$ cat src/rtl/wef_pkg.sv
// ----------------------------------------------------------------------------
// wef_pkg
// Shared types, constants and helpers for the waveform envelope filter.
// ----------------------------------------------------------------------------
`default_nettype none

package wef_pkg;

   localparam int POINTS      = 32;
   localparam int TABLE_DEPTH = 32;
   localparam int TAB_W       = 5;
   localparam int POS_W       = (POINTS > 1) ? $clog2(POINTS) : 1;
   localparam int INS_W       = $clog2(POINTS + 1);
   localparam int SAMPLE_W    = 16;
   localparam int COUNT_W     = 32;

   localparam int REQ_TDATA_W = 56;
   localparam int RSP_TDATA_W = 64;

   localparam logic OP_LIMIT  = 1'b0;
   localparam logic OP_SAMPLE = 1'b1;

   localparam logic [COUNT_W-1:0] COUNT_MAX = {COUNT_W{1'b1}};

   typedef struct packed {
      logic                       op;
      logic [TAB_W-1:0]           point_index;
      logic signed [SAMPLE_W-1:0] lower_limit;
      logic signed [SAMPLE_W-1:0] upper_limit;
      logic signed [SAMPLE_W-1:0] sample;
   } req_type;

   typedef struct packed {
      logic               keep;
      logic [COUNT_W-1:0] kept_count;
      logic [COUNT_W-1:0] seen_count;
   } result_type;

   function automatic logic [COUNT_W-1:0] sat_inc(input logic [COUNT_W-1:0] c);
      sat_inc = (c == COUNT_MAX) ? c : c + COUNT_W'(1);
   endfunction

endpackage

`default_nettype wire

$ cat src/rtl/wef_limit_table.sv
// ----------------------------------------------------------------------------
// wef_limit_table
// Per-point lower and upper limit storage: one write port, one read port.
// ----------------------------------------------------------------------------
`default_nettype none

module wef_limit_table (
   input  wire logic                                clock,
   input  wire logic                                wr_en,
   input  wire logic [wef_pkg::TAB_W-1:0]           wr_index,
   input  wire logic signed [wef_pkg::SAMPLE_W-1:0] wr_lower,
   input  wire logic signed [wef_pkg::SAMPLE_W-1:0] wr_upper,
   input  wire logic [wef_pkg::TAB_W-1:0]           rd_index,
   output logic signed [wef_pkg::SAMPLE_W-1:0]      rd_lower,
   output logic signed [wef_pkg::SAMPLE_W-1:0]      rd_upper
);

   logic signed [wef_pkg::SAMPLE_W-1:0] lower_ff [wef_pkg::TABLE_DEPTH];
   logic signed [wef_pkg::SAMPLE_W-1:0] upper_ff [wef_pkg::TABLE_DEPTH];

   always_ff @(posedge clock) begin
      if (wr_en) begin
         lower_ff[wr_index] <= wr_lower;
         upper_ff[wr_index] <= wr_upper;
      end
   end

   assign rd_lower = lower_ff[rd_index];
   assign rd_upper = upper_ff[rd_index];

endmodule

`default_nettype wire

$ cat src/rtl/wef_mask_check.sv
// ----------------------------------------------------------------------------
// wef_mask_check
// Point position, per-waveform accumulators and saturating waveform totals.
// ----------------------------------------------------------------------------
`default_nettype none

module wef_mask_check (
   input  wire logic                                clock,
   input  wire logic                                reset,
   input  wire logic                                step,
   input  wire logic                                reject_outside_mode,
   input  wire logic signed [wef_pkg::SAMPLE_W-1:0] sample,
   input  wire logic signed [wef_pkg::SAMPLE_W-1:0] lower,
   input  wire logic signed [wef_pkg::SAMPLE_W-1:0] upper,
   output logic [wef_pkg::TAB_W-1:0]                table_index,
   output logic                                     last_point,
   output wef_pkg::result_type                      result
);

   logic [wef_pkg::POS_W-1:0]   pos_ff, pos_in;
   logic                        outside_ff, outside_in;
   logic [wef_pkg::INS_W-1:0]   inside_ff, inside_in;
   logic [wef_pkg::COUNT_W-1:0] kept_total_ff, kept_total_in;
   logic [wef_pkg::COUNT_W-1:0] seen_total_ff, seen_total_in;

   logic                        is_outside;
   logic                        is_inside;
   logic                        outside_now;
   logic [wef_pkg::INS_W-1:0]   inside_now;
   logic                        keep;

   assign table_index = wef_pkg::TAB_W'(pos_ff);
   assign last_point  = (pos_ff == wef_pkg::POS_W'(wef_pkg::POINTS - 1));

   assign is_outside  = (sample < lower) || (sample > upper);
   assign is_inside   = (sample > lower) && (sample < upper);
   assign outside_now = outside_ff | is_outside;
   assign inside_now  = inside_ff + wef_pkg::INS_W'(is_inside);

   always_comb begin
      if (reject_outside_mode) begin
         keep = !outside_now;
      end else begin
         keep = (inside_now != wef_pkg::INS_W'(wef_pkg::POINTS));
      end
   end

   assign seen_total_in = wef_pkg::sat_inc(seen_total_ff);
   assign kept_total_in = keep ? wef_pkg::sat_inc(kept_total_ff) : kept_total_ff;

   assign result.keep       = keep;
   assign result.kept_count = kept_total_in;
   assign result.seen_count = seen_total_in;

   // clear the accumulators once the waveform closes
   always_comb begin
      if (last_point) begin
         pos_in     = '0;
         outside_in = 1'b0;
         inside_in  = '0;
      end else begin
         pos_in     = pos_ff + wef_pkg::POS_W'(1);
         outside_in = outside_now;
         inside_in  = inside_now;
      end
   end

   always_ff @(posedge clock) begin
      if (reset) begin
         pos_ff        <= '0;
         outside_ff    <= 1'b0;
         inside_ff     <= '0;
         kept_total_ff <= '0;
         seen_total_ff <= '0;
      end else if (step) begin
         pos_ff     <= pos_in;
         outside_ff <= outside_in;
         inside_ff  <= inside_in;
         if (last_point) begin
            kept_total_ff <= kept_total_in;
            seen_total_ff <= seen_total_in;
         end
      end
   end

`ifndef NO_ASSERTIONS
   a_kept_le_seen: assert property (@(posedge clock) disable iff (reset)
      kept_total_ff <= seen_total_ff)
      else $error("kept total exceeds seen total");

   a_pos_wrap: assert property (@(posedge clock) disable iff (reset)
      (step && last_point) |=> (pos_ff == '0 && inside_ff == '0 && !outside_ff))
      else $error("accumulators not cleared after last point");

   a_seen_inc: assert property (@(posedge clock) disable iff (reset)
      (step && last_point && seen_total_ff != wef_pkg::COUNT_MAX)
      |=> (seen_total_ff == $past(seen_total_ff) + wef_pkg::COUNT_W'(1)))
      else $error("seen total did not advance on waveform end");

   a_pos_range: assert property (@(posedge clock) disable iff (reset)
      pos_ff <= wef_pkg::POS_W'(wef_pkg::POINTS - 1))
      else $error("point position out of range");
`endif

endmodule

`default_nettype wire

$ cat src/rtl/waveform_envelope_filter.sv
// ----------------------------------------------------------------------------
// waveform_envelope_filter
// Envelope test of spike waveforms against per-point limit tables.
// ----------------------------------------------------------------------------
// The block takes one word per clock cycle unless a closing sample is held
// back by an unread result. A word is either a limit write (tuser 0), which
// stores the lower and upper limit of one point, or a sample (tuser 1);
// samples are placed by an internal point counter, and after the last point
// of a waveform one result word carries the keep flag and the saturating
// kept and seen totals. Each word passes an input register and then compare
// and count logic into the result register; a last sample waits in the
// input register only while an unread result still holds the output. Limit
// tables are flip-flop arrays read at the current point in the same cycle;
// every point must be written before a waveform uses it. Write the mode
// register only while no word is in flight.
// ----------------------------------------------------------------------------
`default_nettype none

module waveform_envelope_filter (
   input  wire logic                                clock,
   input  wire logic                                reset,

   input  wire logic                                csr_wr_en,
   input  wire logic                                csr_wr_data,   // reject_outside_mode

   input  wire logic                                req_tvalid,
   output logic                                     req_tready,
   // point_index[4:0], lower_limit[20:5], upper_limit[36:21], sample[52:37]
   input  wire logic [wef_pkg::REQ_TDATA_W-1:0]     req_tdata,
   input  wire logic                                req_tuser,     // op

   output logic                                     rsp_tvalid,
   input  wire logic                                rsp_tready,
   // kept_count[31:0], seen_count[63:32]
   output logic [wef_pkg::RSP_TDATA_W-1:0]          rsp_tdata,
   output logic                                     rsp_tuser      // keep
);

   logic                 mode_ff;
   wef_pkg::req_type     req_ff, req_in;
   logic                 req_vld_ff, req_vld_in;
   wef_pkg::result_type  rsp_ff;
   logic                 rsp_vld_ff;

   logic                 is_sample;
   logic                 needs_out;
   logic                 out_free;
   logic                 fire;
   logic                 last_point;
   logic [wef_pkg::TAB_W-1:0]           table_index;
   logic signed [wef_pkg::SAMPLE_W-1:0] rd_lower;
   logic signed [wef_pkg::SAMPLE_W-1:0] rd_upper;
   wef_pkg::result_type  result;

   assign req_in.op          = req_tuser;
   assign req_in.point_index = req_tdata[4:0];
   assign req_in.lower_limit = req_tdata[20:5];
   assign req_in.upper_limit = req_tdata[36:21];
   assign req_in.sample      = req_tdata[52:37];

   assign is_sample  = (req_ff.op == wef_pkg::OP_SAMPLE);
   assign needs_out  = is_sample && last_point;
   assign out_free   = !rsp_vld_ff || rsp_tready;
   assign fire       = req_vld_ff && (!needs_out || out_free);
   assign req_tready = !req_vld_ff || fire;
   assign req_vld_in = req_tready ? req_tvalid : req_vld_ff;

   always_ff @(posedge clock) begin
      if (reset) begin
         mode_ff <= 1'b1;
      end else if (csr_wr_en) begin
         mode_ff <= csr_wr_data;
      end
   end

   always_ff @(posedge clock) begin
      if (reset) begin
         req_vld_ff <= 1'b0;
      end else begin
         req_vld_ff <= req_vld_in;
      end
   end

   always_ff @(posedge clock) begin
      if (req_tvalid && req_tready) begin
         req_ff <= req_in;
      end
   end

   wef_limit_table u_limit_table (
      .clock    (clock),
      .wr_en    (fire && !is_sample),
      .wr_index (req_ff.point_index),
      .wr_lower (req_ff.lower_limit),
      .wr_upper (req_ff.upper_limit),
      .rd_index (table_index),
      .rd_lower (rd_lower),
      .rd_upper (rd_upper)
   );

   wef_mask_check u_mask_check (
      .clock               (clock),
      .reset               (reset),
      .step                (fire && is_sample),
      .reject_outside_mode (mode_ff),
      .sample              (req_ff.sample),
      .lower               (rd_lower),
      .upper               (rd_upper),
      .table_index         (table_index),
      .last_point          (last_point),
      .result              (result)
   );

   always_ff @(posedge clock) begin
      if (reset) begin
         rsp_vld_ff <= 1'b0;
      end else if (fire && needs_out) begin
         rsp_vld_ff <= 1'b1;
      end else if (rsp_tready) begin
         rsp_vld_ff <= 1'b0;
      end
   end

   always_ff @(posedge clock) begin
      if (fire && needs_out) begin
         rsp_ff <= result;
      end
   end

   assign rsp_tvalid = rsp_vld_ff;
   assign rsp_tuser  = rsp_ff.keep;
   assign rsp_tdata  = {rsp_ff.seen_count, rsp_ff.kept_count};

`ifndef NO_ASSERTIONS
   a_req_hold: assert property (@(posedge clock) disable iff (reset)
      (req_vld_ff && !fire) |=> (req_vld_ff && $stable(req_ff)))
      else $error("pending word lost while stalled");

   a_result_only_on_last: assert property (@(posedge clock) disable iff (reset)
      (!rsp_vld_ff || rsp_tready) && !(fire && needs_out) |=> !rsp_vld_ff)
      else $error("result word raised without a closing sample");

   a_rsp_counts: assert property (@(posedge clock) disable iff (reset)
      rsp_vld_ff |-> (rsp_ff.kept_count <= rsp_ff.seen_count))
      else $error("result kept count exceeds seen count");
`endif

endmodule

`default_nettype wire

$ cat config.mk
export PLATFORM = sky130hd
export DESIGN_NAME = waveform_envelope_filter
export DESIGN_NICKNAME = d
export VERILOG_FILES = /design/src/rtl/wef_pkg.sv /design/src/rtl/wef_limit_table.sv /design/src/rtl/wef_mask_check.sv /design/src/rtl/waveform_envelope_filter.sv
export SDC_FILE = /design/constraint.sdc
export NUM_CORES = 1
export LEC_CHECK = 0
export BUFFER_PORTS_ARGS = -buffer_cell sky130_fd_sc_hd__buf_2
export CAP_MARGIN = 20
export CORE_UTILIZATION = 50
export DETAILED_ROUTE_END_ITERATION = 10
export PLACE_DENSITY = 0.66
export SETUP_SLACK_MARGIN = 0.5
export SLEW_MARGIN = 20
export SYNTH_ARGS = -nofsm -noshare
export SYNTH_HDL_FRONTEND = slang
export SYNTH_SLANG_ARGS = --single-unit
$ cat constraint.sdc
create_clock -name clock -period 7.19 [get_ports clock]
set_clock_uncertainty 0.2 [all_clocks]
set_input_delay 1.438 -clock clock [delete_from_list [all_inputs] [get_ports clock]]
set_output_delay 1.438 -clock clock [all_outputs]
set_load 0.03 [all_outputs]
== Yosys cells after proc, flatten, opt, wreduce, memory -nomap -nowiden ==
Memories as Yosys holds them, arrays and structs flattened. A register that Yosys moved wholly into a read port is not among the register bits.
Cells that the tools add are included.

* Register bits: 198
* Bits in writable memories: 1024
* Logic and storage cells: 64
* Memories: 2

{| class="wikitable"
|+ Memory list
! memory !! depth !! bits a word !! read ports !! clocked after Yosys merged registers in !! write ports !! line !! source
|-
| u_limit_table.lower_ff || 32 || 16 || 1 || 1 || 1 || wef_limit_table.sv:18 || <nowiki>logic signed [wef_pkg::SAMPLE_W-1:0] lower_ff [wef_pkg::TABLE_DEPTH];</nowiki>
|-
| u_limit_table.upper_ff || 32 || 16 || 1 || 1 || 1 || wef_limit_table.sv:19 || <nowiki>logic signed [wef_pkg::SAMPLE_W-1:0] upper_ff [wef_pkg::TABLE_DEPTH];</nowiki>
|}

* $add $sub $neg: 4
* Magnitude comparators: 4
* Equal/unequal tests: 4
* Muxes and demuxes: 15
* Bitwise gates (word level): 1
* Reduce and logical (&&, ||, !) cells: 18

{| class="wikitable"
|+ Operator list
! cell !! number
|-
| 32-bit 2-to-1 mux || 3
|-
| 32-bit by 1-bit adder with 32-bit output, second input constant || 2
|-
| 32-bit == test, second input constant || 2
|-
| 16-bit greater-than comparator || 2
|-
| 16-bit less-than comparator || 2
|-
| 5-bit 2-to-1 mux || 5
|-
| 1-bit logical AND || 7
|-
| 6-bit by 1-bit adder with 6-bit output || 1
|-
| 1-bit 2-to-1 mux || 6
|-
| 6-bit 2-to-1 mux || 1
|-
| 6-bit inequality test, second input constant || 1
|-
| 5-bit by 1-bit adder with 5-bit output, second input constant || 1
|-
| 5-bit == test, second input constant || 1
|-
| 1-bit logical NOT || 5
|-
| 1-bit logical OR || 4
|-
| 2-bit AND reduction || 1
|-
| 2-bit nonzero test || 1
|-
| 1-bit bitwise OR || 1
|}

== Depth between registers and ports, before layout ==
Gate-level depths: netlist of the first run.

* Depth in word-level cells: 8
* Depth in mapped cells: 24
* Depth with buffers taken out: 19

== Hierarchy ==
A second synthesis of the first run with hierarchy kept.

* Cell total of the unflattened synthesis: 3087
* Area total of the unflattened synthesis: 49127.1 um2

{| class="wikitable"
|+ Modules (own cells, without submodules)
! module !! instances !! cells each !! area an instance (um2) !! seq. area each (um2)
|-
| wef_limit_table || 1 || 2229 || 39852.0 || 30749.5
|-
| wef_mask_check || 1 || 722 || 5537.8 || 1521.5
|-
| waveform_envelope_filter || 1 || 136 || 3737.3 || 3633.5
|}

== Least setup slack after synthesis of the first run ==
Ideal clock, no wire load.

* Kind: register -> register
* Start point: register (tool-made name)
* End point: register rsp_ff, in the netlist rsp_tdata[25], data pin
* Setup time: 0.260 ns
* Data arrival time: 5.382 ns
* Path slack: 1.347 ns
* Cell stages (with the launch flop): 21
* Clock period less this slack: 5.843 ns
* Path through: dfxtp_1 > clkbuf_1 > clkbuf_1 > buf_1 > mux4_2 > mux4_2 > mux2i_1 > ha_1 > nand4_2 > or4_4 > a21oi_2 > o41ai_2 > nor4_1 > ha_1 > nand3_1 > o21a_1 > o221ai_1 > o31a_1 > nand2_2 > or3_4 > xnor2_2

{| class="wikitable"
|+ RTL lines
! what !! line !! source
|-
| to (signal assigned) || waveform_envelope_filter.sv:126 || <nowiki>rsp_ff <= result;</nowiki>
|-
| to (decl) || waveform_envelope_filter.sv:42 || <nowiki>wef_pkg::result_type rsp_ff;</nowiki>
|}

==> summary.md, run 1 <==
| Metric | Value |
|---|---|
| Status | `finished clean` |
| WP data arrival | `6730 ps` |
| Core Area | `95,200 µm²` |
| Clock sink count | `1,227` |
| Mapped Nets | `2,439` |
| Initial antenna violation count | `3` |
| R2R depth | `21` |
| Number of global-route vias before repair | `24,000` |
| Asr flop ratio synth | `0%` |
| DR iter-0 viols | `2,822` |
| Die span in x | `312 µm` |
| Crit-path max FO | `18` |
| DR WL/cell | `28.3 µm` |
| Final nets | `2,669` |
| # setup viols final | `0` |
| Boundary pin count | `130` |
| Number of synthesized register bits | `1,227` |
| Crit path launch type | `flip-flop` |
| Mapped Avg Cell Area | `20.6 µm²` |
| Min Tclk post-route | `6480 ps` |
| Flop2flop setup slack | `710 ps` |
| Hold Crit Depth | `2` |
| Layout cell share with drive strength beyond 1 | `29.8%` |
| CTS Buffer Depth | `3` |
| Skew-Pair Late Insertion Delay | `740 ps` |
| Routability congestion estimate | `0.815` |
| CTS HTree Levels | `3` |
| RSZ-0062 raised after global routing | `false` |
| Critical path's most frequent cell | `ha_1` |
| Largest net degree at the start of global routing | `82` |
| Die Ht | `312 µm` |
| N_diodes | `0` |
| Post-DP HPWL | `59,700 µm` |
| Clock root buffer master | `clkbuf_16` |
| GRT Resource Usage Total | `22.9%` |
| GRT overflow | `0` |
| Drt drc | `0` |
| Hold path start | `u_mask_check.seen_total_ff[24]` |
| Cell Pwr Density | `267 nW/µm²` |
| FMAX | `0.154 GHz` |
| FP Rows | `113` |
| I/O Buffers | `126` |
| Worst path max stage delay | `670 ps` |
| CP Cell Sequence | `buf_12 > buf_16 > mux4_2 > mux4_2 > mux2i_2 > ha_1 > nand4_2 > o22ai_1 > or2_0 > o41ai_4 > nor4_2 > buf_4 > ha_1 > ha_1 > nand2_1 > a21oi_1 > o221ai_1 > o31a_1 > nand2_2 > or3_1 > xnor2_1` |
| Worst Path Buf+Inv | `3` |
| Post-synth EDFFs | `1,143` |
| Area growth from synthesis to layout | `14.8%` |
| Final Max Slew Viols | `0` |
| Post-CTS Hold Fix Bufs | `0` |
| Worst path slowest cell | `o41ai_4` |
| Storage cell area | `36,000 µm²` |
| Most common cell after layout, fill and taps aside | `edfxtp_1` |
| Clock slew at reported path FFs | `60 ps` |
| Endpoint, Worst Hold | `u_mask_check.seen_total_ff[24]` |
| Synth area leaders | `edfxtp_1 71%, mux4_2 15%, dfxtp_1 3.5%` |
| Critical path capture point type | `flip-flop` |
| Yosys warnings | `0` |
| Required time of the critical path | `7440 ps` |
| HP Class | `flip-flop to flip-flop` |
| Worst Max-Slew Pin Slew | `1040 ps` |
| First-pass GRT wire length | `161,000 µm` |
| Max Cap Viol | `0` |
| Distinct cells, synth | `64` |
| Number of routed nets with antenna violations | `0` |
| Cts bufs inserted | `121` |
| Total Wirelength | `111,000 µm` |
| Mapped Area | `48,100 µm²` |
| Register area share after synthesis | `74.9%` |
| Vias per cell | `6.06` |
| Fill cells | `6,874` |
| Setup TNS | `0 ps` |
| Die Area | `97,400 µm²` |
| Ys flop type | `edfxtp_1` |
| Worst VDD drop | `247 µV` |
| Drt first pass iters | `7` |
| Rel. slew slack | `30.4%` |
| Post-Syn Instances | `2,338` |
| Design Area, Final | `55,200 µm²` |
| Final Hold Viols | `0` |
| Most frequent cells in the layout | `1,143 x edfxtp_1, 320 x mux4_2, 128 x clkbuf_16` |
| Hold_ws | `292 ps` |
| Cell taking the most area after synthesis | `edfxtp_1` |
| Leak Pwr | `17.4 nW` |
| Area of the multi-input gates | `11,900 µm²` |
| Vias | `23,900` |
| Initial Util | `50.5%` |
| Tcrit/Tclk final | `90.1%` |
| FF-to-FF End | `rsp_tdata[21]` |
| Setup CP Type | `flip-flop to flip-flop` |
| Synth top area share | `71.4%` |
| CTS tree | `yes` |
| Top delay family on crit path | `compound AO/OA/AOI/OAI gates` |
| Placed instance area | `50,800 µm²` |
-- synth_stat cells, types with 3 or more instances --
master,instances
or2_2,3
a31oi_1,3
nand3b_1,4
and3_1,21
mux4_2,320
nor2_1,142
nor4_1,8
a21oi_1,30
edfxtp_1,1143
nand4_1,20
nor3_1,17
or3_1,8
clkbuf_1,70
nand3_1,57
o21ai_0,8
buf_6,7
inv_1,11
nand2_2,11
xor2_1,59
buf_2,8
xnor2_1,58
dfxtp_1,84
buf_1,25
and4_1,8
mux2i_1,30
nand2_1,79
and2_1,9
nand2b_1,4
mux2_2,5
ha_1,38
nor2b_1,5
-- layer usage --
metal | part of all wire (%) | GRT usage (%)
met1 | 42 | 33.5
met5 | 0.011 | 0
met3 | 7.2 | 3.34
met4 | 2.4 | 5.49
met2 | 48 | 36.6
-- tightest hold or removal path, stage by stage, from the launching register on --
cell	delay, ps
dfxtp_1	330
nand2_1	60
a21oi_1	50
-- stage by stage --
step	instances	power [mW]	utilization, %	setup slack [ps]
global route	3939	15.2	58.0	508
floorplan	2338	8.43	-	1350
finish	3939	14.8	58.0	709
CTS	3925	14.8	57.7	532
global placement	3695	8.59	53.4	342
detailed placement	3695	8.61	53.4	281
-- repair_timing --
action | in CTS | in global routing
resized for setup | 5 | 20
pin swaps | 0 | 1
buffers inserted | 0 | 8
gates cloned | 1 | 6
setup endpoints to repair | 59 | 59
-- sequential cells by signal, summed over array words and instances (netlist names), 5 cells and up, named ones only --
name,flops
u_mask_check.kept_total_ff,32
u_limit_table.lower_ff,512
u_limit_table.upper_ff,512
u_mask_check.inside_ff,6
req_ff,53
rsp_tdata,64
u_mask_check.seen_total_ff,32
u_mask_check.table_index,5
-- cell families after synthesis --
family                     after synthesis  share of synthesized area, %
DFF                                   1227                          74.9
and+or+nand+nor                        413                          4.21
muxes                                  355                          15.7
buffers and inverters                  122                          1.11
xor gates and xnor gates               118                          2.17
AOI/OAI and AO/OA                       65                         0.903
adders and majority gates               38                         0.989
-- worst max path at each step --
stage	to	cells past startpoint
floorplan	rsp_tdata[25]	20
CTS	rsp_tdata[21]	19
finish	rsp_tdata[21]	21
global placement	rsp_tdata[25]	19
detailed placement	rsp_tdata[25]	19
global route	u_mask_check.kept_total_ff[30]	22
-- where the power goes --
part	switching (mW)	internal [mW]	total [mW]
clock	2.70	3.58	6.27
combinational	0.233	0.206	0.439
sequential	0.141	7.91	8.05
-- cell type report --
cell class,count,area share (%)
repair buffers,218,3.10
clock inverters,74,1.34
inverters,11,0.0748
multi-input cells,989,21.5
well taps,1265,2.87
clock buffers,155,5.90
flip-flops and latches,1227,65.3
Note: power is estimated with default switching activity, not from simulation.
==> run 2, diff against run 1 <==
==> constraint.sdc (replaced) <==
create_clock -name clock -period 8.15 [get_ports clock]
set_clock_uncertainty 0.2 [all_clocks]
set_input_delay 1.63 -clock clock [delete_from_list [all_inputs] [get_ports clock]]
set_output_delay 1.63 -clock clock [all_outputs]
set_load 0.03 [all_outputs]
==> summary.md, run 2 (synthesis gave the netlist of run 1 again) <==
| Metric | Value |
|---|---|
| Status | `finished clean` |
| Crit-path max FO | `31` |
| Setup bufs post-CTS | `0` |
| Required time of the critical path | `8490 ps` |
| RSZ-0062 raised after global routing | `false` |
| Clock sink count | `1,227` |
| Endpoint, Worst Hold | `u_mask_check.seen_total_ff[1]` |
| Routed length on met1 | `45,600 µm` |
| First-pass GRT wire length | `159,000 µm` |
| # setup viols final | `0` |
| Die Area | `97,400 µm²` |
| Setup CP Type | `flip-flop to flip-flop` |
| Vias | `23,500` |
| Core Area | `95,200 µm²` |
| CTS tree | `yes` |
| Worst path max stage delay | `650 ps` |
| Critical path's most frequent cell | `buf_4` |
| Cts bufs inserted | `118` |
| CTS Buffer Depth | `3` |
| GRT overflow | `0` |
| Initial Util | `50.5%` |
| HP Class | `flip-flop to flip-flop` |
| Routed wl met3 | `8490 µm` |
| Initial antenna violation count | `2` |
| Layout cell share with drive strength beyond 1 | `28.4%` |
| GRT Resource Usage Total | `22.5%` |
| Min Tclk post-route | `7250 ps` |
| Cell Pwr Density | `234 nW/µm²` |
| DP Worst Slack | `798 ps` |
| R2R depth | `22` |
| Top Layer Used | `met5` |
| WP data arrival | `7590 ps` |
| Routed wire length on met2 | `52,400 µm` |
| Worst path slowest cell | `dfxtp_4` |
| Clock slew at reported path FFs | `60 ps` |
| Final Max Slew Viols | `0` |
| Clock root buffer master | `clkbuf_16` |
| I/O Buffers | `126` |
| Hold Crit Depth | `2` |
| Leak Pwr | `17.1 nW` |
| Critical path capture point type | `flip-flop` |
| Final nets | `2,645` |
| Worst VDD drop | `201 µV` |
| Die Ht | `312 µm` |
| Hold path start | `u_mask_check.seen_total_ff[1]` |
| Tcrit/Tclk final | `89.0%` |
| CTS HTree Levels | `3` |
| FMAX | `0.138 GHz` |
| Post-CTS Hold Fix Bufs | `0` |
| Drt first pass iters | `5` |
| Max Cap Viol | `0` |
| Crit path launch type | `flip-flop` |
| CP Cell Sequence | `buf_4 > mux4_2 > mux4_2 > mux2i_1 > ha_1 > nand4_2 > or4_4 > a21oi_2 > o41ai_2 > buf_4 > nor4_1 > buf_4 > ha_1 > nand3_1 > o21a_1 > o221ai_1 > o31a_1 > and2_1 > buf_12 > nand3_1 > xor2_1 > nor2_1` |
| Final Worst Setup Slack | `895 ps` |
| Die span in x | `312 µm` |
| Total power | `12.7 mW` |
| Number of routed nets with antenna violations | `0` |
| DR iter-0 viols | `2,604` |
| Boundary pin count | `130` |
| Total Wirelength | `108,000 µm` |
| DR WL/cell | `27.7 µm` |
| Largest net degree at the start of global routing | `82` |
| Post-DP HPWL | `58,600 µm` |
| FP Rows | `113` |
| Flop2flop setup slack | `900 ps` |
| FF-to-FF End | `u_mask_check.kept_total_ff[11]` |
| Most frequent cells in the layout | `1,143 x edfxtp_1, 320 x mux4_2, 126 x buf_2` |
| Worst Max-Slew Pin Slew | `1100 ps` |
| Vias per cell | `6.01` |
| Setup TNS | `0 ps` |
| Routability congestion estimate | `0.847` |
| Hold_ws | `288 ps` |
| Number of global-route vias before repair | `23,700` |
| Drt drc | `0` |
| Skew-Pair Late Insertion Delay | `730 ps` |
| Area growth from synthesis to layout | `13.4%` |
| Rel. slew slack | `26.6%` |
| Final Hold Viols | `0` |
| Most common cell after layout, fill and taps aside | `edfxtp_1` |
| Post-CTS sizing | `0` |
## run 2: final cells by class
type                            count  area, µm²
Clock inverter                     55        503
Inverter                           11       41.3
Clock buffer                      162       3220
Fill cell                        6974      40600
Antenna cell                        2       5.00
Tap cell                         1265       1580
Sequential cell                  1227      36000
Multi-Input combinational cell    989      11800
Timing Repair Buffer              197       1360
## run 2: stage by stage
| step | std cells | util (%) | area, µm² |
|---|---|---|---|
| global placement | 3687 | 53.3 | 50700 |
| floorplan | 2338 | - | 48100 |
| global route | 3906 | 57.3 | 54500 |
| detailed placement | 3687 | 53.3 | 50700 |
| finish | 3908 | 57.3 | 54500 |
| CTS | 3904 | 57.2 | 54500 |
## run 2: where the power goes
part           total (mW)  leakage [nW]  internal (mW)  switching, mW
logic               0.367          4.14          0.169          0.197
registers            7.10          11.2           6.98          0.126
clock network        5.26          1.82           2.98           2.28
## run 2: how the worst max path moves through the flow
stage	from	slack, ps	depth (start not counted)	to
2_1_floorplan	flip-flop	2310	20	rsp_tdata[25]
6_report	flip-flop	900	22	u_mask_check.kept_total_ff[11]
3_5_place_dp	flip-flop	800	22	u_mask_check.kept_total_ff[14]
3_3_place_gp	flip-flop	930	22	u_mask_check.kept_total_ff[18]
5_1_grt	flip-flop	520	22	u_mask_check.kept_total_ff[7]
4_1_cts	flip-flop	720	22	u_mask_check.kept_total_ff[14]
## run 2: worst max-delay path, delay by kind of cell (launching register included)
kind	cells	cell delay [ps]
AND/OR/NAND/NOR	7	1990
multiplexers	3	1210
buffers and inverters	4	1140
AO/OA/AOI/OAI	5	1110
flip-flops	1	650
adder cells (fa/ha/maj)	2	510
XOR/XNOR	1	180
## run 2: routing by layer
layer,up-vias,track usage (%)
met5,-,0
met3,124,3.62
met2,981,36.3
li1,9959,-
met4,2,5.20
met1,12400,32.7
==> run 3, diff against run 2 <==
--- a/config.mk
+++ b/config.mk
@@ -7,9 +7,11 @@
 export LEC_CHECK = 0
 export BUFFER_PORTS_ARGS = -buffer_cell sky130_fd_sc_hd__buf_2
 export CAP_MARGIN = 20
+export CELL_PAD_IN_SITES_DETAIL_PLACEMENT = 1
+export CELL_PAD_IN_SITES_GLOBAL_PLACEMENT = 1
 export CORE_UTILIZATION = 50
 export DETAILED_ROUTE_END_ITERATION = 10
-export PLACE_DENSITY = 0.66
+export PLACE_DENSITY_LB_ADDON = 0.1
 export SETUP_SLACK_MARGIN = 0.5
 export SLEW_MARGIN = 20
 export SYNTH_ARGS = -nofsm -noshare
==> summary.md, run 3 (synthesis gave the netlist of run 1 again) <==
| Metric | Value |
|---|---|
| First-pass GRT wire length | `174,000 µm` |
| Status | `finished clean` |
| Crit path launch type | `flip-flop` |
| DP Worst Slack | `921 ps` |
| Clock slew at reported path FFs | `60 ps` |
| Post-CTS sizing | `0` |
| Area growth from synthesis to layout | `14.5%` |
| Fill cells | `8,080` |
| Worst path max stage delay | `780 ps` |
| GRT Resource Usage Total | `25.1%` |
| Most common cell after layout, fill and taps aside | `edfxtp_1` |
| Final Max Slew Viols | `0` |
| FMAX | `0.139 GHz` |
| Cell Pwr Density | `243 nW/µm²` |
| GRT overflow | `0` |
| RSZ-0062 raised after global routing | `false` |
| Required time of the critical path | `8410 ps` |
| Post-CTS Hold Fix Bufs | `0` |
| Die Ht | `312 µm` |
| Skew-Pair Late Insertion Delay | `740 ps` |
| Area of the multi-input gates | `11,800 µm²` |
| Leak Pwr | `17.4 nW` |
| Worst Max-Slew Pin Slew | `1010 ps` |
| Die span in x | `312 µm` |
| Critical path capture point type | `flip-flop` |
| Boundary pin count | `130` |
| Post-DP HPWL | `62,900 µm` |
| CP Cell Sequence | `buf_12 > mux4_2 > mux4_2 > mux2i_1 > ha_1 > nand4_2 > or4_4 > a21oi_2 > o41ai_2 > nor4_1 > ha_1 > nand3_1 > o21a_1 > o221ai_1 > o31a_1 > and2_1 > buf_12 > nand2_1 > xnor2_1` |
| CTS tree | `yes` |
| Rel. slew slack | `32.5%` |
| Hold_ws | `303 ps` |
| Routed wire length on met2 | `58,800 µm` |
| CTS HTree Levels | `4` |
| Cts bufs inserted | `133` |
| Initial antenna violation count | `0` |
| Number of global-route vias before repair | `24,800` |
| Clock sink count | `1,227` |
| Routed length on met1 | `52,400 µm` |
| Total Wirelength | `120,000 µm` |
| DR WL/cell | `30.6 µm` |
| I/O Buffers | `126` |
| CTS Buffer Depth | `3` |
| Tcrit/Tclk final | `88.5%` |
| Setup TNS | `0 ps` |
| Final nets | `2,659` |
| Layout cell share with drive strength beyond 1 | `29.0%` |
| Max Cap Viol | `0` |
| Die Area | `97,400 µm²` |
| Routed wl met3 | `7060 µm` |
| Setup bufs post-CTS | `0` |
| Switching pwr | `2.76 mW` |
| Drt first pass iters | `7` |
| Min Tclk post-route | `7210 ps` |
| Comb power frac | `2.7%` |
| Clock share of power | `44.0%` |
| Int Pwr | `10.6 mW` |
| Worst VDD drop | `176 µV` |
| Final Hold Viols | `0` |
| Sw Ratio | `20.6%` |
| HP Class | `flip-flop to flip-flop` |
| Number of routed nets with antenna violations | `0` |
| Clock root buffer master | `clkbuf_16` |
| Storage cell area | `36,000 µm²` |
| Worst path slowest cell | `dfxtp_4` |
| WP data arrival | `7470 ps` |
| Most frequent cells in the layout | `1,143 x edfxtp_1, 320 x mux4_2, 142 x clkbuf_16` |
| Vias per cell | `6.11` |
| Drt drc | `0` |
| Share of total power in sequential cells | `53.2%` |
| # setup viols final | `0` |
| Worst Path Buf+Inv | `2` |
| FP Rows | `113` |
| DR iter-0 viols | `2,592` |
| Final Worst Setup Slack | `938 ps` |
| Setup CP Type | `flip-flop to flip-flop` |
| Initial Util | `50.5%` |
| Top Layer Used | `met4` |
| Top delay family on crit path | `simple AND/OR/NAND/NOR gates` |
| Routability congestion estimate | `0.776` |
| Crit-path max FO | `25` |
| Total power | `13.3 mW` |
| Vias | `24,000` |
| Core Area | `95,200 µm²` |
| Largest net degree at the start of global routing | `82` |
| N_diodes | `0` |
==> run 3: changes by cell type in the layout (fill, tap and decap cells not counted), sizes merged <==
cell | previous run | this run
diode | 2 | 0
buf | 197 | 196
inv | 15 | 17
clkbuf | 162 | 179
clkinv | 42 | 44
==> run 3: metrics by stage <==
step	instances	util (%)	instance area, µm²
after global placement	3688	53.4	50800
after global routing	3926	57.8	55000
after floorplan	2338	-	48100
final	3926	57.8	55000
after detailed placement	3688	53.4	50800
after CTS	3926	57.8	55000
==> run 3: metal layers <==
layer / vias to the layer above / GRT usage (%)
met1: 13000 / 36.5
met2: 836 / 40.5
met5: - / 0
li1: 10000 / -
met3: 146 / 3.74
met4: 0 / 6.44
==> run 3: final cells by class <==
cell class              count  area share [%]
well taps                1265            2.88
inverters                  11          0.0750
clock buffers             179            6.80
clock inverters            59           0.932
multi-input cells         989            21.4
repair buffers            196            2.44
flip-flops and latches   1227            65.5
==> run 3: final timing paths <==
check / depth (start not counted) / slack, ps / from / endpoint
max: 19 / 940 / flip-flop / rsp_tdata[6]
max reg2reg: 19 / 940 / flip-flop / rsp_tdata[6]
min reg2reg: 2 / 300 / u_mask_check.seen_total_ff[1] / u_mask_check.seen_total_ff[1]
min: 2 / 300 / u_mask_check.seen_total_ff[1] / u_mask_check.seen_total_ff[1]
==> run 3: power groups by stage <==
stage	registers [mW]	clock network, mW	logic [mW]
final	7.11	5.88	0.366
after global routing	7.12	6.21	0.392
after CTS	7.10	5.99	0.372
after detailed placement	7.24	0	0.369
after global placement	7.22	0	0.363
after floorplan	7.18	0	0.255
==> run 3: worst reg2reg max path: cells and delay by family, from the launching register on <==
kind | cells | cell delay (ps)
xor+xnor | 1 | 140
mux | 3 | 1420
simple gates | 6 | 1940
buf+inv | 2 | 550
compound gates | 5 | 1350
fa+ha+maj | 2 | 540
flops | 1 | 780
